$ cat src/rtl/light_mode_controller_unit_macros.svh
// Assertion macros for the lamp mode controller.
`ifndef LIGHT_MODE_CONTROLLER_UNIT_MACROS_SVH
`define LIGHT_MODE_CONTROLLER_UNIT_MACROS_SVH

// Clocked check, off while reset is asserted.
`define LMC_ASSERT(lbl, prop, msg) \
  lbl: assert property (@(posedge clk) disable iff (!rst_n) prop) else $error(msg);

// Clocked check that also holds through reset.
`define LMC_ASSERT_ALWAYS(lbl, prop, msg) \
  lbl: assert property (@(posedge clk) prop) else $error(msg);

`endif

$ cat src/rtl/lmc_pkg.sv
// Package with types, codes and helpers of the lamp mode controller.
`default_nettype none
package lmc_pkg;

  localparam int LEVEL_BITS = 8;
  localparam int OUT_LVL_W  = 8;
  localparam int STORE_W    = (LEVEL_BITS < OUT_LVL_W) ? LEVEL_BITS : OUT_LVL_W;
  localparam int OP_W       = 4;
  localparam int LUX_W      = 16;
  localparam int MODE_W     = 3;
  localparam int IN_TDATA_W = 24;
  localparam int OUT_RES_W  = MODE_W + 1 + 2 * OUT_LVL_W;
  localparam int OUT_TDATA_W = ((OUT_RES_W + 7) / 8) * 8;

  localparam logic [LUX_W-1:0] LUX_THRESH_RST = 16'd1000;

  localparam logic [MODE_W-1:0] MODE_CODE_AUTO_OFF   = 3'd0;
  localparam logic [MODE_W-1:0] MODE_CODE_AUTO_DIM   = 3'd1;
  localparam logic [MODE_W-1:0] MODE_CODE_MOTION     = 3'd2;
  localparam logic [MODE_W-1:0] MODE_CODE_MANUAL_ON  = 3'd3;
  localparam logic [MODE_W-1:0] MODE_CODE_MANUAL_OFF = 3'd4;
  localparam logic [MODE_W-1:0] MODE_CODE_TEMP_DIM   = 3'd5;
  localparam logic [MODE_W-1:0] MODE_CODE_FAULT      = 3'd6;

  typedef enum logic [6:0] {
    MODE_AUTO_OFF   = 7'b0000001,
    MODE_AUTO_DIM   = 7'b0000010,
    MODE_MOTION     = 7'b0000100,
    MODE_MANUAL_ON  = 7'b0001000,
    MODE_MANUAL_OFF = 7'b0010000,
    MODE_TEMP_DIM   = 7'b0100000,
    MODE_FAULT      = 7'b1000000
  } mode_t;

  typedef enum logic [OP_W-1:0] {
    EV_DARK       = 4'd0,
    EV_LIGHT      = 4'd1,
    EV_MOTION     = 4'd2,
    EV_MOTION_TO  = 4'd3,
    EV_OVR_ON     = 4'd4,
    EV_OVR_OFF    = 4'd5,
    EV_TEMP_DIM   = 4'd6,
    EV_RESUME     = 4'd7,
    EV_MAN_TO     = 4'd8,
    EV_DIM_EXP    = 4'd9,
    EV_FAULT      = 4'd10,
    EV_FAULT_CLR  = 4'd11
  } event_t;

  typedef struct packed {
    mode_t              mode;
    logic [STORE_W-1:0] man_lvl;
    logic [STORE_W-1:0] dim_lvl;
  } lmc_state_t;

  function automatic logic [MODE_W-1:0] mode_code(mode_t m);
    logic [MODE_W-1:0] c;
    case (m)
      MODE_AUTO_OFF:   c = MODE_CODE_AUTO_OFF;
      MODE_AUTO_DIM:   c = MODE_CODE_AUTO_DIM;
      MODE_MOTION:     c = MODE_CODE_MOTION;
      MODE_MANUAL_ON:  c = MODE_CODE_MANUAL_ON;
      MODE_MANUAL_OFF: c = MODE_CODE_MANUAL_OFF;
      MODE_TEMP_DIM:   c = MODE_CODE_TEMP_DIM;
      MODE_FAULT:      c = MODE_CODE_FAULT;
      default:         c = MODE_CODE_AUTO_OFF;
    endcase
    return c;
  endfunction

endpackage
`default_nettype wire

$ cat src/rtl/lmc_trans.sv
// Mode transition logic: next mode, stored levels and changed flag for one event.
`default_nettype none
module lmc_trans
  import lmc_pkg::*;
(
  input  lmc_state_t         cur,
  input  logic [OP_W-1:0]    op,
  input  logic [7:0]         lvl,
  input  logic [LUX_W-1:0]   lux,
  input  logic [LUX_W-1:0]   thresh,
  output lmc_state_t         nxt,
  output logic               changed
);

  event_t             ev;
  mode_t              auto_m;
  logic [STORE_W-1:0] lvl_s;

  assign ev     = event_t'(op);
  assign auto_m = (lux <= thresh) ? MODE_AUTO_DIM : MODE_AUTO_OFF;
  assign lvl_s  = lvl[STORE_W-1:0];

  always_comb begin
    nxt     = cur;
    changed = 1'b0;
    if (ev == EV_FAULT && cur.mode != MODE_FAULT) begin
      nxt.mode = MODE_FAULT;
      changed  = 1'b1;
    end else if (ev == EV_OVR_ON && cur.mode != MODE_MANUAL_ON) begin
      nxt.man_lvl = lvl_s;
      nxt.mode    = MODE_MANUAL_ON;
      changed     = 1'b1;
    end else if (ev == EV_OVR_OFF && cur.mode != MODE_MANUAL_OFF &&
                 cur.mode != MODE_FAULT) begin
      nxt.mode = MODE_MANUAL_OFF;
      changed  = 1'b1;
    end else begin
      case (cur.mode)
        MODE_AUTO_OFF: begin
          if (ev == EV_DARK) begin
            nxt.mode = MODE_AUTO_DIM;
            changed  = 1'b1;
          end else if (ev == EV_TEMP_DIM) begin
            nxt.dim_lvl = lvl_s;
          end
        end
        MODE_AUTO_DIM: begin
          if (ev == EV_LIGHT) begin
            nxt.mode = MODE_AUTO_OFF;
            changed  = 1'b1;
          end else if (ev == EV_MOTION) begin
            nxt.mode = MODE_MOTION;
            changed  = 1'b1;
          end else if (ev == EV_TEMP_DIM) begin
            nxt.dim_lvl = lvl_s;
            nxt.mode    = MODE_TEMP_DIM;
            changed     = 1'b1;
          end
        end
        MODE_MOTION: begin
          if (ev == EV_MOTION_TO) begin
            nxt.mode = MODE_AUTO_DIM;
            changed  = 1'b1;
          end else if (ev == EV_LIGHT) begin
            nxt.mode = MODE_AUTO_OFF;
            changed  = 1'b1;
          end
        end
        MODE_MANUAL_ON, MODE_MANUAL_OFF: begin
          if (ev inside {EV_RESUME, EV_MAN_TO}) begin
            nxt.mode = auto_m;
            changed  = 1'b1;
          end
        end
        MODE_TEMP_DIM: begin
          if (ev == EV_MOTION) begin
            nxt.mode = MODE_MOTION;
            changed  = 1'b1;
          end else if (ev inside {EV_DIM_EXP, EV_RESUME}) begin
            nxt.mode = MODE_AUTO_DIM;
            changed  = 1'b1;
          end else if (ev == EV_LIGHT) begin
            nxt.mode = MODE_AUTO_OFF;
            changed  = 1'b1;
          end
        end
        MODE_FAULT: begin
          if (ev == EV_FAULT_CLR) begin
            nxt.mode = auto_m;
            changed  = 1'b1;
          end
        end
        default: begin
          nxt     = cur;
          changed = 1'b0;
        end
      endcase
    end
  end

endmodule
`default_nettype wire

$ cat src/rtl/light_mode_controller_unit.sv
// Top level of the lamp mode controller: input register, state, result register.
// Usage:
//   in_*  : one event request per handshake; in_tuser carries the event code,
//           in_tdata the override level and the ambient lux reading.
//   out_* : one result per event: mode, changed flag and both stored levels.
//   cfg_* : writes the lux threshold; cfg_ready is always high. Write only
//           while no event is in flight.
// An event passes through the input register, then the result register, before
//   its result shows on out_tvalid.
// Throughput: one event per cycle while out_tready is high; the limit is the mode
//   update that feeds the next event's transition lookup.
// Reset (rst_n low, synchronous): mode auto-off, both levels zero, threshold
//   1000, both pipeline registers empty.
// Stall: while out_tready is low the result holds; one more event waits in the
//   input register, and in_tready drops once both registers are full.
`default_nettype none
module light_mode_controller_unit
  import lmc_pkg::*;
(
  input  wire logic                   clk,
  input  wire logic                   rst_n,
  input  wire logic                   in_tvalid,
  output      logic                   in_tready,
  input  wire logic [IN_TDATA_W-1:0]  in_tdata,  // [7:0] override_level, [23:8] ambient_lux
  input  wire logic [OP_W-1:0]        in_tuser,  // [3:0] operation
  output      logic                   out_tvalid,
  input  wire logic                   out_tready,
  output      logic [OUT_TDATA_W-1:0] out_tdata, // [2:0] mode, [3] changed,
                                                 // [11:4] manual_level,
                                                 // [19:12] temp_dim_level
  input  wire logic                   cfg_valid,
  output      logic                   cfg_ready,
  input  wire logic [LUX_W-1:0]       cfg_data
);

`include "light_mode_controller_unit_macros.svh"

  logic                   in_valid_r;
  logic [OP_W-1:0]        in_op_r;
  logic [7:0]             in_lvl_r;
  logic [LUX_W-1:0]       in_lux_r;
  logic                   out_valid_r;
  logic [OUT_TDATA_W-1:0] out_data_r;
  logic [OUT_TDATA_W-1:0] out_data_nxt;
  logic [LUX_W-1:0]       thresh_r;
  lmc_state_t             state_r;
  lmc_state_t             state_nxt;
  logic                   chg;
  logic                   adv;
  logic                   in_acc;

  assign adv       = in_valid_r && (!out_valid_r || out_tready);
  assign in_tready = !in_valid_r || adv;
  assign in_acc    = in_tvalid && in_tready;
  assign cfg_ready = 1'b1;

  lmc_trans u_trans (
    .cur     (state_r),
    .op      (in_op_r),
    .lvl     (in_lvl_r),
    .lux     (in_lux_r),
    .thresh  (thresh_r),
    .nxt     (state_nxt),
    .changed (chg)
  );

  assign out_data_nxt = OUT_TDATA_W'({OUT_LVL_W'(state_nxt.dim_lvl),
                                      OUT_LVL_W'(state_nxt.man_lvl),
                                      chg,
                                      mode_code(state_nxt.mode)});

  always_ff @(posedge clk) begin
    if (!rst_n) begin
      in_valid_r    <= 1'b0;
      out_valid_r   <= 1'b0;
      thresh_r      <= LUX_THRESH_RST;
      state_r.mode    <= MODE_AUTO_OFF;
      state_r.man_lvl <= '0;
      state_r.dim_lvl <= '0;
    end else begin
      if (cfg_valid) begin
        thresh_r <= cfg_data;
      end
      if (in_acc) begin
        in_valid_r <= 1'b1;
      end else if (adv) begin
        in_valid_r <= 1'b0;
      end
      if (adv) begin
        out_valid_r <= 1'b1;
        state_r     <= state_nxt;
      end else if (out_tready) begin
        out_valid_r <= 1'b0;
      end
    end
  end

  always_ff @(posedge clk) begin
    if (in_acc) begin
      in_op_r  <= in_tuser;
      in_lvl_r <= in_tdata[7:0];
      in_lux_r <= in_tdata[8 +: LUX_W];
    end
    if (adv) begin
      out_data_r <= out_data_nxt;
    end
  end

  assign out_tvalid = out_valid_r;
  assign out_tdata  = out_data_r;

  `LMC_ASSERT(a_changed_iff_move,
    adv |-> (chg == (state_nxt.mode != state_r.mode)),
    "changed flag disagrees with mode move")
  `LMC_ASSERT(a_manual_latch,
    (adv && state_nxt.man_lvl != state_r.man_lvl) |-> (state_nxt.mode == MODE_MANUAL_ON),
    "manual level latched outside override on")
  `LMC_ASSERT(a_dim_latch,
    (adv && state_nxt.dim_lvl != state_r.dim_lvl) |->
      (state_r.mode == MODE_AUTO_OFF || state_r.mode == MODE_AUTO_DIM),
    "temp-dim level latched from wrong mode")
  `LMC_ASSERT(a_state_hold,
    (!$past(adv) && $past(rst_n)) |-> $stable(state_r),
    "state moved without an event")

endmodule
`default_nettype wire
$ cat config.mk
export PLATFORM = sky130hd
export DESIGN_NAME = light_mode_controller_unit
export DESIGN_NICKNAME = d
export VERILOG_FILES = /design/src/rtl/lmc_pkg.sv /design/src/rtl/lmc_trans.sv /design/src/rtl/light_mode_controller_unit.sv
export VERILOG_INCLUDE_DIRS = /design/src /design/src/rtl
export SDC_FILE = /design/constraint.sdc
export NUM_CORES = 1
export LEC_CHECK = 0
export BUFFER_PORTS_ARGS = -buffer_cell sky130_fd_sc_hd__buf_4
export CAP_MARGIN = 0
export CORE_UTILIZATION = 55
export CTS_BUF_LIST = sky130_fd_sc_hd__clkbuf_4
export CTS_CLUSTER_DIAMETER = 30
export DETAILED_ROUTE_END_ITERATION = 6
export GPL_ROUTABILITY_DRIVEN = 1
export PLACE_DENSITY = 0.83
export SYNTH_ARGS = -nofsm -noshare
export SYNTH_HDL_FRONTEND = slang
export SYNTH_SLANG_ARGS = --single-unit
$ cat constraint.sdc
create_clock -name clk -period 2.79 [get_ports clk]
set_input_delay 0.4185 -clock clk [delete_from_list [all_inputs] [get_ports clk]]
set_output_delay 0.4185 -clock clk [all_outputs]
set_load 0.01 [all_outputs]
## Yosys cells after proc, flatten, opt, wreduce, memory -nomap -nowiden

Index checks and enable logic that the tools add are counted.

- Register bits: 89
- Bits of input ports: 49
- Output and inout port bits: 27

- Magnitude comparators: 1
- Equality and inequality tests: 27
- Multiplexer cells: 39
- Reductions and logical operators: 17

Operator list:

| operator | count |
|---|---|
| 2-to-1 mux 7 bit | 12 |
| 2-to-1 mux 8 bit | 6 |
| one-hot mux 7 bit (6 select lines) | 1 |
| one-hot mux 3 bit (6 select lines) | 1 |
| == test 4 x 3 -> 1 bit, second input constant | 4 |
| == test 4 bit, second input constant | 4 |
| less-or-equal comparator 16 bit | 1 |
| 2-to-1 mux 16 bit | 1 |
| one-hot mux 8 bit (2 select lines) | 1 |
| 2-to-1 mux 15 bit | 1 |
| == test 7 x 2 -> 1 bit, second input constant | 2 |
| == test 7 x 3 -> 1 bit, second input constant | 2 |
| == test 7 x 4 -> 1 bit, second input constant | 2 |
| == test 7 x 5 -> 1 bit, second input constant | 2 |
| == test 7 x 6 -> 1 bit, second input constant | 2 |
| == test 7 bit, second input constant | 2 |
| 2-to-1 mux 1 bit | 14 |
| == test 4 x 2 -> 1 bit, second input constant | 2 |
| nonzero test 2 bit | 4 |
| == test 7 x 1 -> 1 bit, second input constant | 1 |
| != test 7 x 4 -> 1 bit, second input constant | 1 |
| != test 7 x 5 -> 1 bit, second input constant | 1 |
| != test 7 bit, second input constant | 1 |
| logical AND 1 bit | 6 |
| 8 further kinds | 10 |

## Depth between registers and ports, before layout

Gate-level depths: netlist (run 1).

- Depth in word-level cells: 10
- Gate-level depth with buffers: 10
- Depth with buffers taken out: 10

## Cells and area by module

Synthesis (run 1) repeated with hierarchy kept, for this count alone.

- Cells, all modules: 444
- Area, all modules: 4,563.1 um2

Modules (own cells, without submodules):

| module | instances | cells each | area an instance (um2) |
|---|---|---|---|
| light_mode_controller_unit | 1 | 229 | 3,194.3 |
| lmc_trans | 1 | 215 | 1,368.8 |

## Worst setup path after synthesis (run 1)

Ideal clock, no wire load.

- Path kind: register to register
- Start point: reg in_lux_r[7]
- End point: reg out_data_r[0], in the netlist out_tdata[0] (data pin)
- Library setup time: 0.190 ns
- Arrival time: 2.237 ns
- Data required time: 2.600 ns
- Setup slack: 0.363 ns
- Stages on the path, launching flop included: 10
- Path through: edfxtp_1 -> ha_1 -> a21oi_1 -> o21ai_0 -> a221o_1 -> o31a_2 -> nor2b_1 -> o21ai_0 -> nand2_1 -> a2111oi_2

- Cells in the longest elaborated chain, start to end: 9
- Elaborated cells between the ends (all ways): 15
- Those cells by class: order compare: 1; eq/ne: 6; mux: 8

RTL lines:

| element | RTL line | text |
|---|---|---|
| start: declaration | light_mode_controller_unit.sv:41 | `logic [LUX_W-1:0] in_lux_r;` |
| start signal: assignment | light_mode_controller_unit.sv:102 | `in_lux_r <= in_tdata[8 +: LUX_W];` |
| less-or-equal comparator 16 bit (*) | lmc_trans.sv:20 | `assign auto_m = (lux <= thresh) ? MODE_AUTO_DIM : MODE_AUTO_OFF;` |
| 2-to-1 mux 2 bit (*) | lmc_trans.sv:20 |  |
| 2-to-1 mux 7 bit (on tied branches) | lmc_trans.sv:88, lmc_trans.sv:70 |  |
| one-hot mux 7 bit (6 select lines) (*) | lmc_trans.sv:38 | `case (cur.mode)` |
| 2-to-1 mux 7 bit (*) | lmc_trans.sv:33 | `end else if (ev == EV_OVR_OFF && cur.mode != MODE_MANUAL_OFF &&` |
| 2-to-1 mux 15 bit (*) | lmc_trans.sv:29 | `end else if (ev == EV_OVR_ON && cur.mode != MODE_MANUAL_ON) begin` |
| 2-to-1 mux 7 bit (*) | lmc_trans.sv:26 | `if (ev == EV_FAULT && cur.mode != MODE_FAULT) begin` |
| == test 7 bit, or another cell as far along | lmc_pkg.sv:58 | `case (m)` |
| one-hot mux 3 bit (6 select lines) (*) | lmc_pkg.sv:58 |  |
| named net out_data_nxt[0] | light_mode_controller_unit.sv:44 | `logic [OUT_TDATA_W-1:0] out_data_nxt;` |
| end signal: assignment | light_mode_controller_unit.sv:105 | `out_data_r <= out_data_nxt;` |
| end: declaration | light_mode_controller_unit.sv:43 | `logic [OUT_TDATA_W-1:0] out_data_r;` |

Mark *: on every way through the listed nets, which the timed path passes. The rest lies on a longest branch.
A chain may end at the register's enable or synchronous reset.

## Worst setup path after layout (run 1)

- Start point: reg in_lux_r[5]
- End point: reg out_data_r[2], in the netlist out_tdata[2] (data pin)

The elaborated chain is that of the path after synthesis.

==> flow_summary_export.csv, run 1 <==
group,metric,value,unit
grt,grt_max_degree,42,
timing,grt_setup_unrepaired,"no",
hold_path,hp-class,"in2reg",
synth,post-synth-top-count-cell,"nand2_1",
synth,synthFlopType,"edfxtp_1",
floorplanning,die_y,93.6,um
cts,tritoncts,"built",
placed_design,pre_cts_slack,-66.3,ps
grt,overflow,0,
worst_setup_path,cp_data_arrival_time,2970,ps
timing,max_clock_freq,0.372,GHz
floorplanning,initial_core_util,56.4,%
timing,finalSetupTns,0,ps
flow_run,drv_cap,0,
timing,final.period_utilization,96.2,%
detailed_routing,viasPerCell,5.70,
grt,grt_first_pass_wirelength,16.6,mm
final_layout,final_area,5430,um2
timing,min_period,2680,ps
timing,maxSlewViolCount,0,
timing,relSlewSlack,65.8,%
cts,clk_pin_slew_worst_paths,180,ps
synth,synth_area_leader_cell,"edfxtp_1",
worst_setup_path,cp-start-kind,"flip-flop",
power_and_ir_drop,ir_drop,0.000425,V
hold_path,min_from,"in_tdata[6]",
worst_setup_path,endpoint_kind,"flip-flop",
worst_setup_path,r2r_slack,110,ps
cts,clock_insertion_delay_worst_skew,470,ps
final_layout,instances_no_fill,630,
grt,grt_pass1_vias,3476,
grt,antenna_found_initial,0,
floorplanning,core-area,8180,um2
final_layout,nFillCells,626,
synth,yosysTopAreaCellShare,31.2,%
power_and_ir_drop,p_leak,2.23,nW
synth,synthArstFlopShare,0,%
cts,cts_buffers,9,
final_layout,post-route-util,66.5,%
synth,synth-seq-area-share,49.0,%
worst_setup_path,critPathKind,"reg2reg",
worst_setup_path,worstReg2RegStart,"in_lux_r[5]",
floorplanning,die_w,93.6,um
cts,htreeDepth,3,
timing,whs,107,ps
worst_setup_path,cp-startpoint,"in_lux_r[5]",
synth,synth_commonest_cells,"49 x nand2_1, 48 x edfxtp_1, 41 x dfxtp_1, 27 x nor2_1, 22 x inv_1",
detailed_routing,vias,3590,
floorplanning,dieArea,8760,um2
worst_setup_path,reg2reg_to,"out_tdata[2]",
placed_design,port_buffers,70,
detailed_routing,wirelength,10.0,mm
synth,ys_seq_elements,89,
final_layout,drive_gt1_share,30.1,%
final_layout,final_nets,585,
final_layout,areaGrowthSynthToFinish,17.7,%
timing,fin_skew,25.0,ps
detailed_routing,wl_per_cell,15.9,um
status,status,"finished clean",
cts,clk_path_buf_depth,2,
synth,synth_cell_types,72,
worst_setup_path,required,3070,ps
detailed_routing,drc,0,
synth,synthTopCellsByArea,"edfxtp_1 31%, dfxtp_1 18%, ha_1 4.3%",
synth,avgSynthCellArea,10.4,um2
placed_design,placed_cells,612,
power_and_ir_drop,p_per_area,478,nW/um2
placed_design,hpwl,7.22,mm
placed_design,placed_area,5250,um2
timing,setup_slack,105,ps
floorplanning,rows,33,
floorplanning,io-pin-count,76,
hold_path,hold_depth,1,
placed_design,globalplace.congestion,0.873,
grt,grt_util_all_layers,24.6,%
cts,cts.sinks,89,
synth,synth_edf_count,48,
synth,synthCells,442,
worst_setup_path,reg2reg_depth,10,
final_layout,n_antenna_cell,0,
synth,synth_warnings,0,
timing,hold_viol_final,0,
hold_path,holdPathEnd,"in_lvl_r[6]",
detailed_routing,ant_nets,0,
detailed_routing,drt_iter0_drc,264,
timing,tightest_slew,509,ps
cts,root_buffer,"clkbuf_4",
synth,netlist_area,4610,um2
detailed_routing,drt-pass1-iter-count,5,
cts,ctsHoldBuffers,0,
power_and_ir_drop,power.total,2.60,mW
timing,setup_viol,0,
worst_setup_path,crit_fanout,2,
==> worst max-delay path, stage by stage, from the launching register on <==
cell,delay [ps]
edfxtp_1,420
ha_1,340
a21oi_1,170
o21ai_0,110
a221o_1,410
o31a_2,340
nor2b_1,150
o21ai_2,130
buf_4,130
nand3_1,90
a211oi_1,230
==> cells by family (layout without fill, tap and decap cells) <==
logic type               after synthesis  in the layout  share of synthesized area (%)
other                                  2              5                          0.163
flip-flops                            89             89                           49.0
buffers and inverters                 54            134                           6.40
adder cells (fa/ha/maj)               16             16                           4.34
AND/OR/NAND/NOR                      158            158                           18.5
AO/OA/AOI/OAI                         93             93                           14.8
multiplexers                          25             25                           5.80
XOR/XNOR                               5              5                          0.949
==> how the worst max path moves through the flow <==
| stage | endpoint | slack [ps] | cells past startpoint |
|---|---|---|---|
| final | out_tdata[2] | 110 | 10 |
| after detailed placement | out_tdata[0] | -70 | 9 |
| after floorplan | out_tdata[0] | 360 | 9 |
| after CTS | out_tdata[0] | 6 | 9 |
| after global routing | out_tdata[1] | 3 | 8 |
| after global placement | out_tdata[0] | 30 | 9 |
==> per-layer routing <==
layer	GRT usage, %	part of all wire (%)	vias up
met4	9.62	1.7	0
met5	0	0	-
met3	4.55	5.6	16
met1	31.3	43	1694
li1	-	-	1739
met2	41.3	50	141
==> cell usage in the layout (no fill, tap or decap), types with 6 or more instances in the layout <==
cell type,count
a21boi_0,10
a21oi_1,18
and2_1,9
buf_4,95
clkbuf_4,9
dfxtp_1,40
edfxtp_1,48
ha_1,16
inv_1,22
mux2_2,14
mux2i_1,11
nand2_1,49
nand3_1,9
nand4_1,7
nor2_1,26
nor2b_1,19
nor3b_1,6
o211ai_1,9
o21ai_0,18
==> timing repair <==
action,in CTS,in global routing
pin swaps,0,1
resized for setup,1,8
endpoints found under the setup margin,2,3
buffers inserted,0,2
==> layout make-up <==
class	instances	area, um2	area share, %
Sequential cell	89	2260	41.7
Clock inverter	7	73.8	1.36
Multi-Input combinational cell	302	2100	38.6
Timing Repair Buffer	95	713	13.1
Clock buffer	9	67.6	1.24
Inverter	23	86.3	1.59
Tap cell	105	131	2.42
==> sequential cells by signal, summed over array words and instances (netlist names) <==
| register | count |
|---|---|
| in_op_r | 4 |
| out_tdata | 20 |
| in_lvl_r | 8 |
| thresh_r | 16 |
| in_valid_r | 1 |
| state_r | 23 |
| in_lux_r | 16 |
| out_tvalid | 1 |
==> power by group <==
| part | total, mW | internal, mW | switching (mW) |
|---|---|---|---|
| clock network | 0.722 | 0.210 | 0.512 |
| logic | 0.387 | 0.183 | 0.204 |
| registers | 1.49 | 1.45 | 0.0365 |
(Power assumes the default switching activity.)
==> inputs of run 2 (changes only) <==
- RECOVER_POWER: unset -> 50
==> run 2 against run 1 <==
Compared with the run above: first-iteration DRC count fell by 1.5%; worst setup slack got worse by 17 ps; flip-flop and latch count did not move; cell count did not move; non-clock buffer count did not move; via count fell by 0.36%; combinational power fell by 3%; largest cell class unchanged; largest power group unchanged.
==> flow_summary_export.csv, run 2 (synthesis results as in run 1) <==
group,metric,value,unit
worst_setup_path,worstReg2RegStart,"in_lux_r[5]",
timing,min_period,2700,ps
final_layout,largest_register_ff_count,23,
worst_setup_path,crit_fanout,2,
detailed_routing,drt_iter0_drc,260,
worst_setup_path,endpoint_kind,"flip-flop",
final_layout,final_common_cell,"nand2_1",
status,status,"finished clean",
worst_setup_path,r2r_slack,90,ps
placed_design,hpwl,7.22,mm
final_layout,final_nets,585,
cts,htreeDepth,3,
placed_design,placed_cells,612,
timing,relSlewSlack,13.3,%
grt,grt_max_degree,42,
timing,fin_skew,18.6,ps
final_layout,layout_common_cells,"49 x nand2_1, 48 x edfxtp_1, 45 x buf_4",
grt,overflow,0,
power_and_ir_drop,p_leak,2.15,nW
worst_setup_path,critPathKind,"reg2reg",
cts,clk_path_buf_depth,2,
cts,root_buffer,"clkbuf_4",
power_and_ir_drop,p_per_area,483,nW/um2
final_layout,n_antenna_cell,0,
cts,cts_buffers,9,
worst_setup_path,crit_chain,"ha_1, a21oi_1, o21ai_0, a221o_1, o31a_2, nor2b_1, o21ai_2, buf_4, nand3_1, a211oi_1",
timing,hold_viol_final,0,
detailed_routing,drt-pass1-iter-count,5,
worst_setup_path,cp_slowest_stage_delay,420,ps
worst_setup_path,cp-start-kind,"flip-flop",
placed_design,globalplace.congestion,0.873,
final_layout,instances_no_fill,630,
final_layout,regMostFlops,"state_r",
cts,ctsHoldBuffers,0,
timing,tightest_slew,1300,ps
cts,tritoncts,"built",
timing,final.period_utilization,96.8,%
detailed_routing,vias,3577,
detailed_routing,drc,0,
grt,antenna_found_initial,0,
worst_setup_path,required,3080,ps
hold_path,min_from,"in_tdata[6]",
floorplanning,initial_core_util,56.4,%
floorplanning,die_y,93.6,um
hold_path,holdPathEnd,"in_lvl_r[6]",
worst_setup_path,cp_data_arrival_time,2990,ps
cts,clk_pin_slew_worst_paths,170,ps
placed_design,port_buffers,70,
cts,clock_insertion_delay_worst_skew,470,ps
detailed_routing,wl_per_cell,15.9,um
power_and_ir_drop,power.total,2.59,mW
worst_setup_path,reg2reg_to,"out_tdata[2]",
floorplanning,die_w,93.6,um
cts,cts.sinks,89,
worst_setup_path,reg2reg_depth,10,
timing,grt_setup_unrepaired,"no",
final_layout,areaGrowthSynthToFinish,16.0,%
floorplanning,core-area,8180,um2
floorplanning,io-pin-count,76,
hold_path,hp-class,"in2reg",
detailed_routing,wirelength,10.0,mm
floorplanning,dieArea,8760,um2
grt,grt_first_pass_wirelength,16.6,mm
hold_path,hold_depth,1,
worst_setup_path,slowest_stage,"edfxtp_1",
power_and_ir_drop,ir_drop,0.000427,V
detailed_routing,viasPerCell,5.68,
grt,grt_pass1_vias,3476,
timing,max_clock_freq,0.370,GHz
grt,grt_util_all_layers,24.6,%
floorplanning,rows,33,
detailed_routing,ant_nets,0,
flow_run,drv_cap,0,
timing,maxSlewViolCount,0,
timing,setup_viol,0,
final_layout,drive_gt1_share,26.3,%
[run 2: cell types whose count changed in the layout (fill, tap and decap cells not counted), sizes merged]
cell	previous run	this run
buf	95	45
clkbuf	9	59
[run 2: per-stage QoR]
| step | utilization (%) | area, um2 | setup WS, ps | setup TNS (ps) | hold WS (ps) |
|---|---|---|---|---|---|
| global placement | 64.2 | 5250 | 34.4 | 0 | 447 |
| CTS | 66.0 | 5390 | 5.57 | 0 | 97.2 |
| finish | 65.5 | 5350 | 88.6 | 0 | 132 |
| detailed placement | 64.2 | 5250 | -66.3 | -68.7 | 462 |
| floorplan | - | 4630 | 363 | 0 | 441 |
| global route | 65.5 | 5350 | 2.88 | 0 | 107 |
[run 2: power breakdown]
part / switching, mW / total (mW) / leakage, nW / internal, mW
Combinational: 0.204 / 0.374 / 1.27 / 0.171
Clock: 0.513 / 0.723 / 0.0709 / 0.210
Sequential: 0.0362 / 1.49 / 0.807 / 1.45
[run 2: how the worst max path moves through the flow]
stage	from	to	slack [ps]	depth (start not counted)
3_5_place_dp	in_lux_r[14]	out_tdata[0]	-70	9
4_1_cts	in_lux_r[14]	out_tdata[0]	6	9
3_3_place_gp	in_lux_r[14]	out_tdata[0]	30	9
5_1_grt	in_op_r[2]	out_tdata[1]	3	8
2_1_floorplan	in_lux_r[7]	out_tdata[0]	360	9
6_report	in_lux_r[5]	out_tdata[2]	90	10
[run 2: layer usage]
metal	part of all wire [%]	vias up	wire length [um]	track usage, %
li1	-	1734	-	-
met1	43	1702	4290	31.3
met2	50	120	4980	41.3
met3	5.6	21	566	4.55
met4	2.0	0	198	9.62
met5	0	-	0	0
[run 2: worst max-delay path: cells and delay by family (launching register included)]
family	cells	cell delay, ps
adders and majority gates	1	340
and+or+nand+nor	2	250
buffers and inverters	1	130
DFF	1	420
AOI/OAI and AO/OA	6	1400
[run 2: final cells by class]
class	count	area [um2]
inverters	23	86.3
flip-flops and latches	89	2260
clock inverters	7	73.8
multi-input cells	302	2100
clock buffers	9	67.6
well taps	105	131
repair buffers	95	633
fillers	653	2820
[run 2: repair_timing]
item / 4_1_cts / 5_1_grt
pin swaps: 0 / 1
setup buffers: 0 / 2
gates resized for setup: 1 / 8
setup endpoints to repair: 2 / 3
